===== src/design/rwcs_pkg.sv =====
// Shared types, codes and helpers of the ray-cast wall column shader.
// Used by every module of the block but rwcs_ram; depends on nothing else.
package rwcs_pkg;

   localparam logic CMD_LOAD = 1'b0;
   localparam logic CMD_DRAW = 1'b1;

   localparam logic [1:0] FACE_N = 2'd0;
   localparam logic [1:0] FACE_S = 2'd1;
   localparam logic [1:0] FACE_W = 2'd2;
   localparam logic [1:0] FACE_E = 2'd3;

   localparam logic [1:0] REGION_CEILING = 2'd0;
   localparam logic [1:0] REGION_WALL    = 2'd1;
   localparam logic [1:0] REGION_FLOOR   = 2'd2;

   localparam logic [1:0] CSR_CELL_LEN      = 2'd0;
   localparam logic [1:0] CSR_PROJ_DISTANCE = 2'd1;
   localparam logic [1:0] CSR_CEILING_COLOR = 2'd2;
   localparam logic [1:0] CSR_FLOOR_COLOR   = 2'd3;

   localparam int QUEUE_DEPTH = 4;
   localparam int QUEUE_PTR_BITS = 2;
   localparam int QUEUE_CNT_BITS = 3;

   typedef struct packed {
      logic        cmd;
      logic [1:0]  tex_sel;
      logic [11:0] texel_index;
      logic [31:0] texel_value;
      logic [23:0] ray_distance;
      logic [15:0] cos_angle;
      logic        vertical_first;
      logic [2:0]  quadrant;
      logic [23:0] hit_x;
      logic [23:0] hit_y;
      logic [8:0]  row;
      logic [11:0] column;
   } req_type;

   typedef struct packed {
      logic [11:0] out_column;
      logic [8:0]  out_row;
      logic [31:0] color;
      logic [1:0]  region;
   } rsp_type;

   typedef struct packed {
      logic [12:0] cell_len;
      logic [15:0] projection_distance;
      logic [31:0] ceiling_color;
      logic [31:0] floor_color;
   } cfg_type;

   // One classified request as it waits between front and back.
   typedef struct packed {
      logic        cmd;
      logic [1:0]  face;
      logic [11:0] texel_index;
      logic [31:0] texel_value;
      logic [8:0]  row;
      logic [11:0] column;
      logic [51:0] num;
      logic [39:0] den;
      logic [23:0] coord;
      logic [20:0] span;
   } wk_type;

   function automatic logic [31:0] abgr_to_rgba(input logic [31:0] v);
      abgr_to_rgba = {v[7:0], v[15:8], v[23:16], v[31:24]};
   endfunction

endpackage


===== src/design/rwcs_queue.sv =====
// Short request queue between the front and back of the shader.
// Depends on rwcs_pkg.
module rwcs_queue (
   input  logic              clock,
   input  logic              reset,
   input  logic              in_valid,
   output logic              in_ready,
   input  rwcs_pkg::wk_type  in_data,
   output logic              out_valid,
   input  logic              out_ready,
   output rwcs_pkg::wk_type  out_data
);

   rwcs_pkg::wk_type                        slot_ff [rwcs_pkg::QUEUE_DEPTH];
   logic [rwcs_pkg::QUEUE_PTR_BITS-1:0]     head_ff, tail_ff;
   logic [rwcs_pkg::QUEUE_CNT_BITS-1:0]     count_ff;
   logic                                    push, pop;

   assign in_ready  = count_ff != rwcs_pkg::QUEUE_CNT_BITS'(rwcs_pkg::QUEUE_DEPTH);
   assign out_valid = count_ff != '0;
   assign push      = in_valid && in_ready;
   assign pop       = out_valid && out_ready;
   assign out_data  = slot_ff[head_ff];

   always_ff @(posedge clock) begin
      if (reset) begin
         head_ff  <= '0;
         tail_ff  <= '0;
         count_ff <= '0;
      end else begin
         if (push) begin
            tail_ff <= tail_ff + 1'b1;
         end
         if (pop) begin
            head_ff <= head_ff + 1'b1;
         end
         if (push && !pop) begin
            count_ff <= count_ff + 1'b1;
         end else if (pop && !push) begin
            count_ff <= count_ff - 1'b1;
         end
      end
      if (push) begin
         slot_ff[tail_ff] <= in_data;
      end
   end

endmodule


===== config.mk =====
export PLATFORM = sky130hd
export DESIGN_NAME = rwcs_queue
export DESIGN_NICKNAME = d
export VERILOG_FILES = /design/src/design/rwcs_pkg.sv /design/src/design/rwcs_queue.sv
export SDC_FILE = /design/constraint.sdc
export NUM_CORES = 1
export LEC_CHECK = 0
export ABC_CLOCK_PERIOD_IN_PS = 15200
export BUFFER_PORTS_ARGS = -buffer_cell sky130_fd_sc_hd__buf_2
export CORE_MARGIN = 10
export CORE_UTILIZATION = 50
export CTS_CLUSTER_DIAMETER = 40
export CTS_CLUSTER_SIZE = 20
export DETAILED_ROUTE_END_ITERATION = 7
export GPL_TIMING_DRIVEN = 0
export HOLD_SLACK_MARGIN = 0.06
export PLACE_DENSITY = 0.67
export SETUP_SLACK_MARGIN = 0.02
export SKIP_LAST_GASP = 1
export SLEW_MARGIN = 0
export SYNTH_ARGS = -nofsm -noshare
export SYNTH_HDL_FRONTEND = slang
export SYNTH_SLANG_ARGS = --single-unit

===== constraint.sdc =====
create_clock -name clock -period 15.2 [get_ports clock]
set_input_delay 2.28 -clock clock [delete_from_list [all_inputs] [get_ports clock]]
set_output_delay 2.28 -clock clock [all_outputs]
set_load 0.01 [all_outputs]

==> results.yml <==
final_layout:
  syn_to_final_growth_pct: 24.0
  num-nets-final: 1873
  final_common_cell: "edfxtp_1"
  fin_util: 0.630
  fin_area_sq_mm: 0.0374
  final_cell_mix: "edfxtp_1, buf_2, mux4_2"
  drive_gt1_frac: 0.483
routing:
  avgViaCountPerCell: 5.44
  wl_met1_um: 24300
  wl_um: 63800
  num_vias: 13800
  dr.pass1.iters: 5
  dr.max_layer_used: "met5"
  drt_iter0_markers: 1130
  post_drt_wl_per_cell_um: 25.2
  dr_wl_met2_um: 33000
  route.detailed.drc: 0
  met3_length_um: 4860
  ant_nets: 0
pwr:
  p_sw_frac: 0.267
  share_comb_of_total_power: 0.217
  p_leak_nw: 12.7
  p_per_area_mw_per_mm2: 183
  p_int_mw: 5.03
  power.switching_mw: 1.83
  ir_drop_mv: 0.164
  pwr-share-seq: 0.412
  pwr-share-clk: 0.372
critical_path:
  start_kind: "register"
  setup.worst_path.end_class: "primary output"
  critPathRequiredTime_ps: 12920
  cp_max_fo: 10
  critPathArrivalTime_ps: 2960
  worst-setup-path-type: "reg2out"
clocking:
  cts-root-buf: "clkbuf_16"
  ctsHtreeMaxLevel: 3
  cts_setup_buffers: 0
  cts.sinks: 829
  cts_tree: "done"
  ctsResizeCount: 0
  clockBufferDepth: 3
  hold_buffers: 0
  cts_buffers: 107
  clkLatencyLatePin_ps: 640
  clk_pin_slew_ps: 60
sta:
  fin_crit_ps: 5240
  report.final.setup_viol: 0
  fin_crit_sh: 0.345
  fin_ws_ps: 9960
  worstMarginPinSlew_ps: 831
  whs_ps: 540
  hold_viol: 0
  tns_ps: 0
  drv_slew: 0
  timing.fmax_ghz: 0.191
  relSlewSlack: 0.446
  rsz0062_at_grt: "no"
  skew_ps: 25.4
global_route:
  overflow: 0
  grt_use_total: 0.182
  grt_pass1_vias: 14900
  grt_pass1_wl_um: 95400
  antenna_found_initial: 18
  grt_max_degree: 57
run_status:
  outcome: "completed"
hold_path:
  hold_path_class: "reg2reg"
die:
  initial_core_util: 0.508
  io_pins: 416
  dieArea_sq_mm: 0.0705
  dieHeight_um: 266
  die_x_um: 266
  rows: 89
  core_sq_mm: 0.0594
place:
  finalWeightedCongestion: 0.723
  port_buffers: 414
  pre_cts_slack_ps: 10450
  dp_hpwl_um: 41400
  dpl_cell_area_sq_mm: 0.0336
synth:
  syn_inst: 1119
  synth_area_sq_mm: 0.0301
  yosys_warnings: 0
  synth-seq-cells: 829
  async_reset_ff_frac: 0
  synth-edff-count: 820
  synth.distinct_cells: 24
  yosysSeqAreaShare: 0.823
  syn_nets: 1334
  postSynthAreaPerCell_sq_um: 26.9
  ys.flop_type: "edfxtp_1"
flow_run:
  max_cap_violations: 0
-- path summary, 6_finish.rpt --
check	startpoint	endpoint	slack, ps	cells past startpoint
worst max-delay path	register	out_data[45]	9960	5
worst min-delay path	head_ff[1]$_SDFFE_PP0P_	head_ff[1]$_SDFFE_PP0P_	540	2
worst max register to register	count_ff[1]$_SDFFE_PP0P_	slot_ff[3][159]$_DFFE_PP_	12350	6
worst min register to register	head_ff[1]$_SDFFE_PP0P_	head_ff[1]$_SDFFE_PP0P_	540	2
-- worst max-delay path, stage by stage (launching register included) --
cell	delay (ps)
dfxtp_1	310
buf_2	310
clkbuf_1	670
buf_2	420
mux4_2	420
buf_2	180
-- cells in the mapped netlist (all sizes together) (2+ instances only) --
cell / count / area share
edfxtp: 820 / 0.82
mux4: 205 / 0.16
buf: 40 / 0.011
dfxtp: 9 / 0.0060
nor2: 8 / 0.0010
clkbuf: 7 / 0.00087
ha: 5 / 0.0021
and2: 4 / 0.00083
xor2: 4 / 0.0012
inv: 3 / 0.00037
mux2i: 2 / 0.00066
nand2b: 2 / 0.00042
or3: 2 / 0.00042
-- sequential cells by signal, indices dropped and copies added, names as in the netlist, named ones only --
register,count
count_ff,3
slot_ff,820
tail_ff,2
head_ff,2
-- layer usage --
metal / vias up / track usage
met3: 137 / 0.0636
li1: 6048 / -
met4: 22 / 0.0562
met5: - / 0
met2: 424 / 0.300
met1: 7139 / 0.223
-- through the flow --
stage          cells  total power, mW
2_1_floorplan   1119             3.81
3_3_place_gp    2306             4.44
3_5_place_dp    2322             4.40
4_1_cts         2522             6.96
5_1_grt         2527             7.15
6_report        2529             6.86
-- kinds of logic (layout without fill, tap and decap cells) --
| family | after synthesis | count (layout) | synth area share |
|---|---|---|---|
| buffers and inverters | 50 | 680 | 0.0119 |
| flip-flops | 829 | 829 | 0.823 |
| other | 0 | 7 | 0 |
| adder cells (fa/ha/maj) | 6 | 6 | 0.00274 |
| AO/OA/AOI/OAI | 5 | 5 | 0.00125 |
| XOR/XNOR | 4 | 4 | 0.00116 |
| AND/OR/NAND/NOR | 17 | 17 | 0.00278 |
| multiplexers | 208 | 208 | 0.157 |
-- power groups by stage --
stage | clock network (mW) | registers, mW | logic [mW]
finish | 2.55 | 2.82 | 1.49
global route | 2.71 | 2.84 | 1.60
CTS | 2.60 | 2.82 | 1.53
detailed placement | 0 | 2.87 | 1.53
global placement | 0 | 2.95 | 1.48
floorplan | 0 | 2.90 | 0.908
-- layout make-up --
class,instances,area [sq um]
repair buffers,430,2510
well taps,773,967
fillers,3970,22000
flip-flops and latches,829,24800
clock buffers,115,2750
clock inverters,85,975
multi-input cells,240,4990
diodes,7,17.5
plain buffers,47,347
inverters,3,11.3
(Power assumes the default switching activity.)
