<file path="config.mk">
export PLATFORM = sky130hd
export DESIGN_NAME = rwcs_front
export DESIGN_NICKNAME = d
export VERILOG_FILES = /design/src/design/rwcs_pkg.sv /design/src/design/rwcs_front.sv
export SDC_FILE = /design/constraint.sdc
export NUM_CORES = 1
export LEC_CHECK = 0
export BUFFER_PORTS_ARGS = -buffer_cell sky130_fd_sc_hd__buf_4
export CORE_MARGIN = 4
export CORE_UTILIZATION = 48
export DETAILED_ROUTE_END_ITERATION = 8
export GPL_TIMING_DRIVEN = 0
export PLACE_DENSITY = 0.73
export SYNTH_ARGS = -nofsm -noshare
export SYNTH_HDL_FRONTEND = slang
export SYNTH_SLANG_ARGS = --single-unit
</file>
<file path="constraint.sdc">
create_clock -name clock -period 5.8 [get_ports clock]
set_input_delay 0.58 -clock clock [delete_from_list [all_inputs] [get_ports clock]]
set_output_delay 0.58 -clock clock [all_outputs]
set_load 0.01 [all_outputs]
</file>
<file path="src/design/rwcs_pkg.sv">
// Shared types, codes and helpers of the ray-cast wall column shader.
// Used by every module of the block but rwcs_ram; depends on nothing else.
package rwcs_pkg;

   localparam logic CMD_LOAD = 1'b0;
   localparam logic CMD_DRAW = 1'b1;

   localparam logic [1:0] FACE_N = 2'd0;
   localparam logic [1:0] FACE_S = 2'd1;
   localparam logic [1:0] FACE_W = 2'd2;
   localparam logic [1:0] FACE_E = 2'd3;

   localparam logic [1:0] REGION_CEILING = 2'd0;
   localparam logic [1:0] REGION_WALL    = 2'd1;
   localparam logic [1:0] REGION_FLOOR   = 2'd2;

   localparam logic [1:0] CSR_CELL_LEN      = 2'd0;
   localparam logic [1:0] CSR_PROJ_DISTANCE = 2'd1;
   localparam logic [1:0] CSR_CEILING_COLOR = 2'd2;
   localparam logic [1:0] CSR_FLOOR_COLOR   = 2'd3;

   localparam int QUEUE_DEPTH = 4;
   localparam int QUEUE_PTR_BITS = 2;
   localparam int QUEUE_CNT_BITS = 3;

   typedef struct packed {
      logic        cmd;
      logic [1:0]  tex_sel;
      logic [11:0] texel_index;
      logic [31:0] texel_value;
      logic [23:0] ray_distance;
      logic [15:0] cos_angle;
      logic        vertical_first;
      logic [2:0]  quadrant;
      logic [23:0] hit_x;
      logic [23:0] hit_y;
      logic [8:0]  row;
      logic [11:0] column;
   } req_type;

   typedef struct packed {
      logic [11:0] out_column;
      logic [8:0]  out_row;
      logic [31:0] color;
      logic [1:0]  region;
   } rsp_type;

   typedef struct packed {
      logic [12:0] cell_len;
      logic [15:0] projection_distance;
      logic [31:0] ceiling_color;
      logic [31:0] floor_color;
   } cfg_type;

   // One classified request as it waits between front and back.
   typedef struct packed {
      logic        cmd;
      logic [1:0]  face;
      logic [11:0] texel_index;
      logic [31:0] texel_value;
      logic [8:0]  row;
      logic [11:0] column;
      logic [51:0] num;
      logic [39:0] den;
      logic [23:0] coord;
      logic [20:0] span;
   } wk_type;

   function automatic logic [31:0] abgr_to_rgba(input logic [31:0] v);
      abgr_to_rgba = {v[7:0], v[15:8], v[23:16], v[31:24]};
   endfunction

endpackage

</file>
<file path="src/design/rwcs_front.sv">
// Front end of the shader: takes requests, picks the face and forms the
// division operands. Depends on rwcs_pkg.
module rwcs_front (
   input  logic               clock,
   input  logic               reset,
   input  rwcs_pkg::cfg_type  cfg,
   input  logic               req_valid,
   output logic               req_ready,
   input  rwcs_pkg::req_type  req_data,
   output logic               wk_valid,
   input  logic               wk_ready,
   output rwcs_pkg::wk_type   wk_data
);

   rwcs_pkg::req_type fr_ff;
   logic              fr_vld_ff;
   logic              fr_vld_in;
   logic [1:0]        face;
   logic [28:0]       cell_proj;

   assign req_ready = !fr_vld_ff || wk_ready;

   always_comb begin
      fr_vld_in = fr_vld_ff;
      if (req_valid && req_ready) begin
         fr_vld_in = 1'b1;
      end else if (wk_ready) begin
         fr_vld_in = 1'b0;
      end
   end

   always_ff @(posedge clock) begin
      if (reset) begin
         fr_vld_ff <= 1'b0;
      end else begin
         fr_vld_ff <= fr_vld_in;
      end
      if (req_valid && req_ready) begin
         fr_ff <= req_data;
      end
   end

   // Loads address the texture named in the request; draws use the face hit.
   always_comb begin
      if (fr_ff.cmd == rwcs_pkg::CMD_LOAD) begin
         face = fr_ff.tex_sel;
      end else if (fr_ff.vertical_first) begin
         face = (fr_ff.quadrant == 3'd1 || fr_ff.quadrant == 3'd4) ?
                rwcs_pkg::FACE_W : rwcs_pkg::FACE_E;
      end else begin
         face = (fr_ff.quadrant == 3'd1 || fr_ff.quadrant == 3'd2) ?
                rwcs_pkg::FACE_S : rwcs_pkg::FACE_N;
      end
   end

   assign cell_proj = 29'(cfg.cell_len) * 29'(cfg.projection_distance);

   always_comb begin
      wk_data.cmd         = fr_ff.cmd;
      wk_data.face        = face;
      wk_data.texel_index = fr_ff.texel_index;
      wk_data.texel_value = fr_ff.texel_value;
      wk_data.row         = fr_ff.row;
      wk_data.column      = fr_ff.column;
      wk_data.num         = {cell_proj, 23'd0};
      wk_data.den         = 40'(fr_ff.ray_distance) * 40'(fr_ff.cos_angle);
      wk_data.coord       = (face == rwcs_pkg::FACE_W || face == rwcs_pkg::FACE_E) ?
                            fr_ff.hit_y : fr_ff.hit_x;
      wk_data.span        = {cfg.cell_len, 8'd0};
   end

   assign wk_valid = fr_vld_ff;

endmodule

</file>
==> reports/results.ini, run 1 <==
[place]
place.gp.congestion=0.9571
dp_hpwl_um=56960
pre_cts_ws_ps=-1950
dpl_cell_area_um2=28970
dpl.cell_count=3566
port_buffers=368

[drt]
drc=0
antenna_left=0
highest_layer=met4
vias_per_cell=5.169
dr_total_vias=19470
wl_per_cell_um=19.62
m1WireLength_um=27060
drtPass1Iterations=5
wirelength_um=73910
dr_wl_met2_um=37190
dr_wl_met3_um=6315
drtIter0Drc=1300

[yosys]
synth_edf_count=160
synth_cell_types=58
synth_area_leaders=fa_1, edfxtp_1, ha_1, inv_1, and2_1
synth_area_leader_cell=fa_1
synth_top_area_share_pct=37.12
synth_area_um2=24810
async_flop_share_pct=0
synth_common_cells=inv_1, fa_1, nand2_1
yosys_register_bits=161
synth.most_common_cell=inv_1
ys.flop_type=edfxtp_1
yosysWarningCount=0
avgSynthCellArea_um2=9.978
seq_area_frac_synth_pct=19.45
synth_cells=2486

[min_path]
worstHoldEndpoint=wk_valid
min_from=reset
hold_depth=2
min_path_type=in2reg

[sta]
final-setup-viol-count=42
final.min_clock_period_ps=7171
final_max_slew_viol_count=0
fin_worst_skew_ps=7.977
max_freq_mhz=139.4
hold_viol=0
rsz0062_at_grt=true
worst_slew_pin_slew_ps=892.1
fin_crit_sh_pct=123.6
slew_headroom_pct=38.82
setup_slack_ps=-1371
fin_tns_setup_ps=-31420

[grt]
antenna_found_initial=0
grt_max_degree=77
track_usage_pct=26.26
grt_pass1_vias=21557
grt_pass1_wl_um=114800
grt-ovfl-total=0

[worst_setup_path]
cp.depth=21
crit_slowest_cell=fa_1
crit_type=reg2out
r2r_start=wk_valid
slowest_delay_ps=570
r2r-end=fr_ff[21]
cp_data_required_time_ps=5220
crit_start=fr_ff[97]
cp.arrival_ps=6590
reg2reg_slack_ps=4060
worstPathMaxFanout=10
path_common_cell=fa_1
worst_setup_path_end_kind=output port
reg2reg_depth=3
crit_buf_inv=5
cp_cell_sequence=clkbuf_8, nand2_1, fa_1, inv_1, fa_1, fa_1, fa_1, fa_1, inv_2, fa_1, inv_2, ha_4, a21o_1, a21o_1, a221o_1, a21oi_2, o21ai_2, a311o_1, a31oi_1, xnor2_1, buf_4
cp-start-kind=register
crit_family=adder cells

[clock_tree]
cts-root-buf=clkbuf_16
path_clk_slew_ps=70
cts_sinks=161
clk_latency_ps=420
cts_made_buffers=17
hold_buffers=0
cts_max_path_buffers=2
htreeDepth=4
cts_tree=yes

[die]
ios=464
die_area_um2=55380
placeableCoreArea_um2=51200
initial_core_util_pct=48.45
die_h_um=235.3
die_x_um=235.3
rows=83

[run_status]
status=complete, but fails checks
violations=negative setup slack

[finish]
nNetsFinal=3977
final_cell_area_um2=32880
syn_to_final_growth_pct=32.56
diodes=0
stdcell_count=3767
nFillCells=3973
drive_above_1_share_pct=33.56

[job]
max-cap-violations=0

==> final cells by class <==
class                      count  area [um^2]  share of cell area, %
sequential                   161         4825                  14.67
timing repair buffer         542         4389                  13.35
clock inverter                15        148.9                 0.4528
tap                          680        850.8                  2.587
buffer                       198         1914                  5.822
multi-input combinational   1659        18470                  56.17
inverter                     495         1858                  5.650
clock buffer                  17        425.4                  1.294
==> registers in the layout, indices dropped and copies added (netlist names) <==
name and count:
fr_ff 94, wk_data 66, wk_valid 1
==> layout by cell type (no fill, tap or decap), types with 11 or more instances in the layout <==
cell type	n
buf_4	600
inv_1	470
fa_1	437
nand2_1	371
and2_1	219
edfxtp_1	160
ha_1	156
buf_6	35
a21oi_1	34
xnor2_1	33
clkbuf_16	32
conb_1	31
a21o_1	29
ha_4	28
mux2_2	26
inv_2	25
fa_2	23
and2_4	22
a21oi_2	22
clkbuf_8	21
buf_8	20
clkbuf_4	19
nor2_1	18
nand2_2	15
o21ai_2	14
xor2_1	12
o21ai_0	11
xnor2_2	11
==> cell families (layout without fill, tap and decap cells) <==
logic type	count (synthesis)	after routing	share of synthesized area, %
DFF	161	161	19.45
xor gates and xnor gates	62	62	2.189
other	1	31	0.01512
AOI/OAI and AO/OA	179	179	4.696
buffers and inverters	696	1267	12.20
adders and majority gates	646	646	46.51
muxes	27	27	1.221
and+or+nand+nor	714	714	13.73
==> per-stage QoR <==
stage / utilization (%) / hold slack, ps
2_1_floorplan: - / 593.0
3_3_place_gp: 56.49 / 512.6
3_5_place_dp: 56.58 / 526.7
4_1_cts: 62.72 / 290.5
5_1_grt: 64.23 / 298.1
6_report: 64.23 / 306.7
==> layer usage <==
layer / global-route usage [%] / up-vias
met2: 45.57 / 867
met5: 0 / -
met3: 6.396 / 181
met4: 10.68 / 0
met1: 31.55 / 9813
li1: - / 8609
==> timing repair <==
action,CTS,global route
resized for setup,348,138
hold endpoints to repair,0,0
pin swaps,141,90
setup buffers,130,44
cloned,4,0
setup endpoints to repair,49,47
==> worst max-delay path by stage <==
stage / slack [ps] / end
after floorplan: -370 / wk_data[82]
after global placement: -1840 / wk_data[83]
after detailed placement: -1950 / wk_data[83]
after CTS: -1330 / wk_data[83]
after global routing: -1520 / wk_data[82]
final: -1370 / wk_data[82]
Power of run 1 is not shown: default switching activity piles up to over one toggle a cycle in this logic, so the estimate is an artifact.
==> run 2: changes to the inputs <==
--- a/config.mk
+++ b/config.mk
@@ -6,6 +6,7 @@
 export NUM_CORES = 1
 export LEC_CHECK = 0
 export BUFFER_PORTS_ARGS = -buffer_cell sky130_fd_sc_hd__buf_4
+export CORE_ASPECT_RATIO = 1.2
 export CORE_MARGIN = 4
 export CORE_UTILIZATION = 48
 export DETAILED_ROUTE_END_ITERATION = 8
==> run 2 against run 1 <==
Against the previous run: critical path depth stayed put; the run still ends with negative setup slack left; sequential share of layout area hardly changed; clock-buffer cell count is 1 higher; hold slack worse by 13 ps; cell count is 0.82% lower; utilization hardly changed; routed wire length is 2.2% lower; flip-flop and latch count stayed put.
==> reports/results.ini, run 2 (synthesis gave the netlist of run 1 again) <==
[sta]
final-setup-viol-count=41
max_freq_mhz=137.9
fin_worst_skew_ps=11.89
final.min_clock_period_ps=7250
worst_slew_pin_slew_ps=682.1
slew_headroom_pct=53.22
final_max_slew_viol_count=0
rsz0062_at_grt=true
setup_slack_ps=-1450
hold_viol=0
fin_crit_sh_pct=125.0

[finish]
layout_commonest_cell=buf_4
diodes=0
largest_reg_flops=94
final_cell_mix=buf_4, inv_1, fa_1, nand2_1, and2_1
drive_above_1_share_pct=34.07
final_core_util_pct=64.26
syn_to_final_growth_pct=32.73
regMostFlops=fr_ff
stdcell_count=3736
nNetsFinal=3975

[drt]
drtIter0Drc=981
dr_total_vias=19346
drc=0
wl_per_cell_um=19.34
vias_per_cell=5.178
drtPass1Iterations=7
wirelength_um=72260
antenna_left=0

[clock_tree]
htreeDepth=4
cts_tree=yes
path_clk_slew_ps=70
cts_max_path_buffers=2
clk_latency_ps=440
cts-root-buf=clkbuf_16
cts_sinks=161
cts_made_buffers=17
hold_buffers=0

[place]
place.gp.congestion=0.9555
pre_cts_ws_ps=-1947
port_buffers=368
dp_hpwl_um=56260
dpl.cell_count=3537

[grt]
grt_pass1_wl_um=113300
antenna_found_initial=0
grt-ovfl-total=0
grt_pass1_vias=21627
grt_max_degree=76
track_usage_pct=26.04

[die]
die_x_um=215.5
die_h_um=257.0
die_area_um2=55390
initial_core_util_pct=48.41
rows=91
ios=464
placeableCoreArea_um2=51240

[run_status]
violations=negative setup slack
status=complete, but fails checks

[worst_setup_path]
cp-start-kind=register
cp_data_required_time_ps=5220
cp.arrival_ps=6670
worstPathMaxFanout=3
worst_setup_path_end_kind=output port
reg2reg_depth=4
crit_type=reg2out

[min_path]
min_path_type=in2reg
hold_depth=2

[job]
max-cap-violations=0

-- run 2: what timing repair did --
| action | in CTS | in global routing |
|---|---|---|
| setup buffers | 97 | 75 |
| pin swaps | 104 | 180 |
| setup endpoints to repair | 49 | 46 |
| cloned | 2 | 0 |
| resized for setup | 311 | 236 |
-- run 2: metrics by stage --
step,TNS [ps],hold WS [ps],cell area (um^2)
4_1_cts,-31080,262.8,31650
3_5_place_dp,-47200,523.8,28930
2_1_floorplan,-1613,593.0,25310
6_report,-32400,293.8,32920
3_3_place_gp,-105780,495.7,28880
5_1_grt,-39730,269.8,32920
-- run 2: metal layers --
layer | GRT usage, % | up-vias | share of wire (%) | wire [um]
li1 | - | 8589 | - | -
met1 | 29.00 | 9797 | 35 | 25070
met2 | 47.83 | 754 | 53 | 38240
met3 | 5.043 | 206 | 6.6 | 4804
met4 | 12.21 | 0 | 5.7 | 4148
met5 | 0 | - | 0 | 0
-- run 2: layout make-up --
cell class / count / area, um^2
inverters: 495 / 1858
plain buffers: 198 / 1879
clock inverters: 14 / 145.1
well taps: 651 / 814.5
multi-input cells: 1659 / 18530
fillers: 3992 / 18310
flip-flops and latches: 161 / 4825
clock buffers: 18 / 429.2
repair buffers: 540 / 4438
-- run 2: final timing paths --
check	startpoint	endpoint	slack, ps
min	reset	wk_valid	290
min reg2reg	wk_valid	wk_valid	540
max	fr_ff[87]	wk_data[78]	-1450
max reg2reg	wk_valid	fr_ff[27]	3760
-- run 2: worst max-delay path, cell delays in order (launching register included) --
cell	delay, ps
edfxtp_1	440
buf_6	150
buf_6	110
and2_4	130
fa_1	500
fa_1	540
fa_1	560
fa_1	520
fa_1	510
inv_1	50
fa_1	490
inv_2	50
ha_4	210
buf_4	130
and3_4	160
a221o_1	370
a21oi_2	150
o21ai_2	100
a311o_1	440
a31oi_2	270
xnor2_2	170
buf_4	170
Power of run 2 is left out for the same reason.
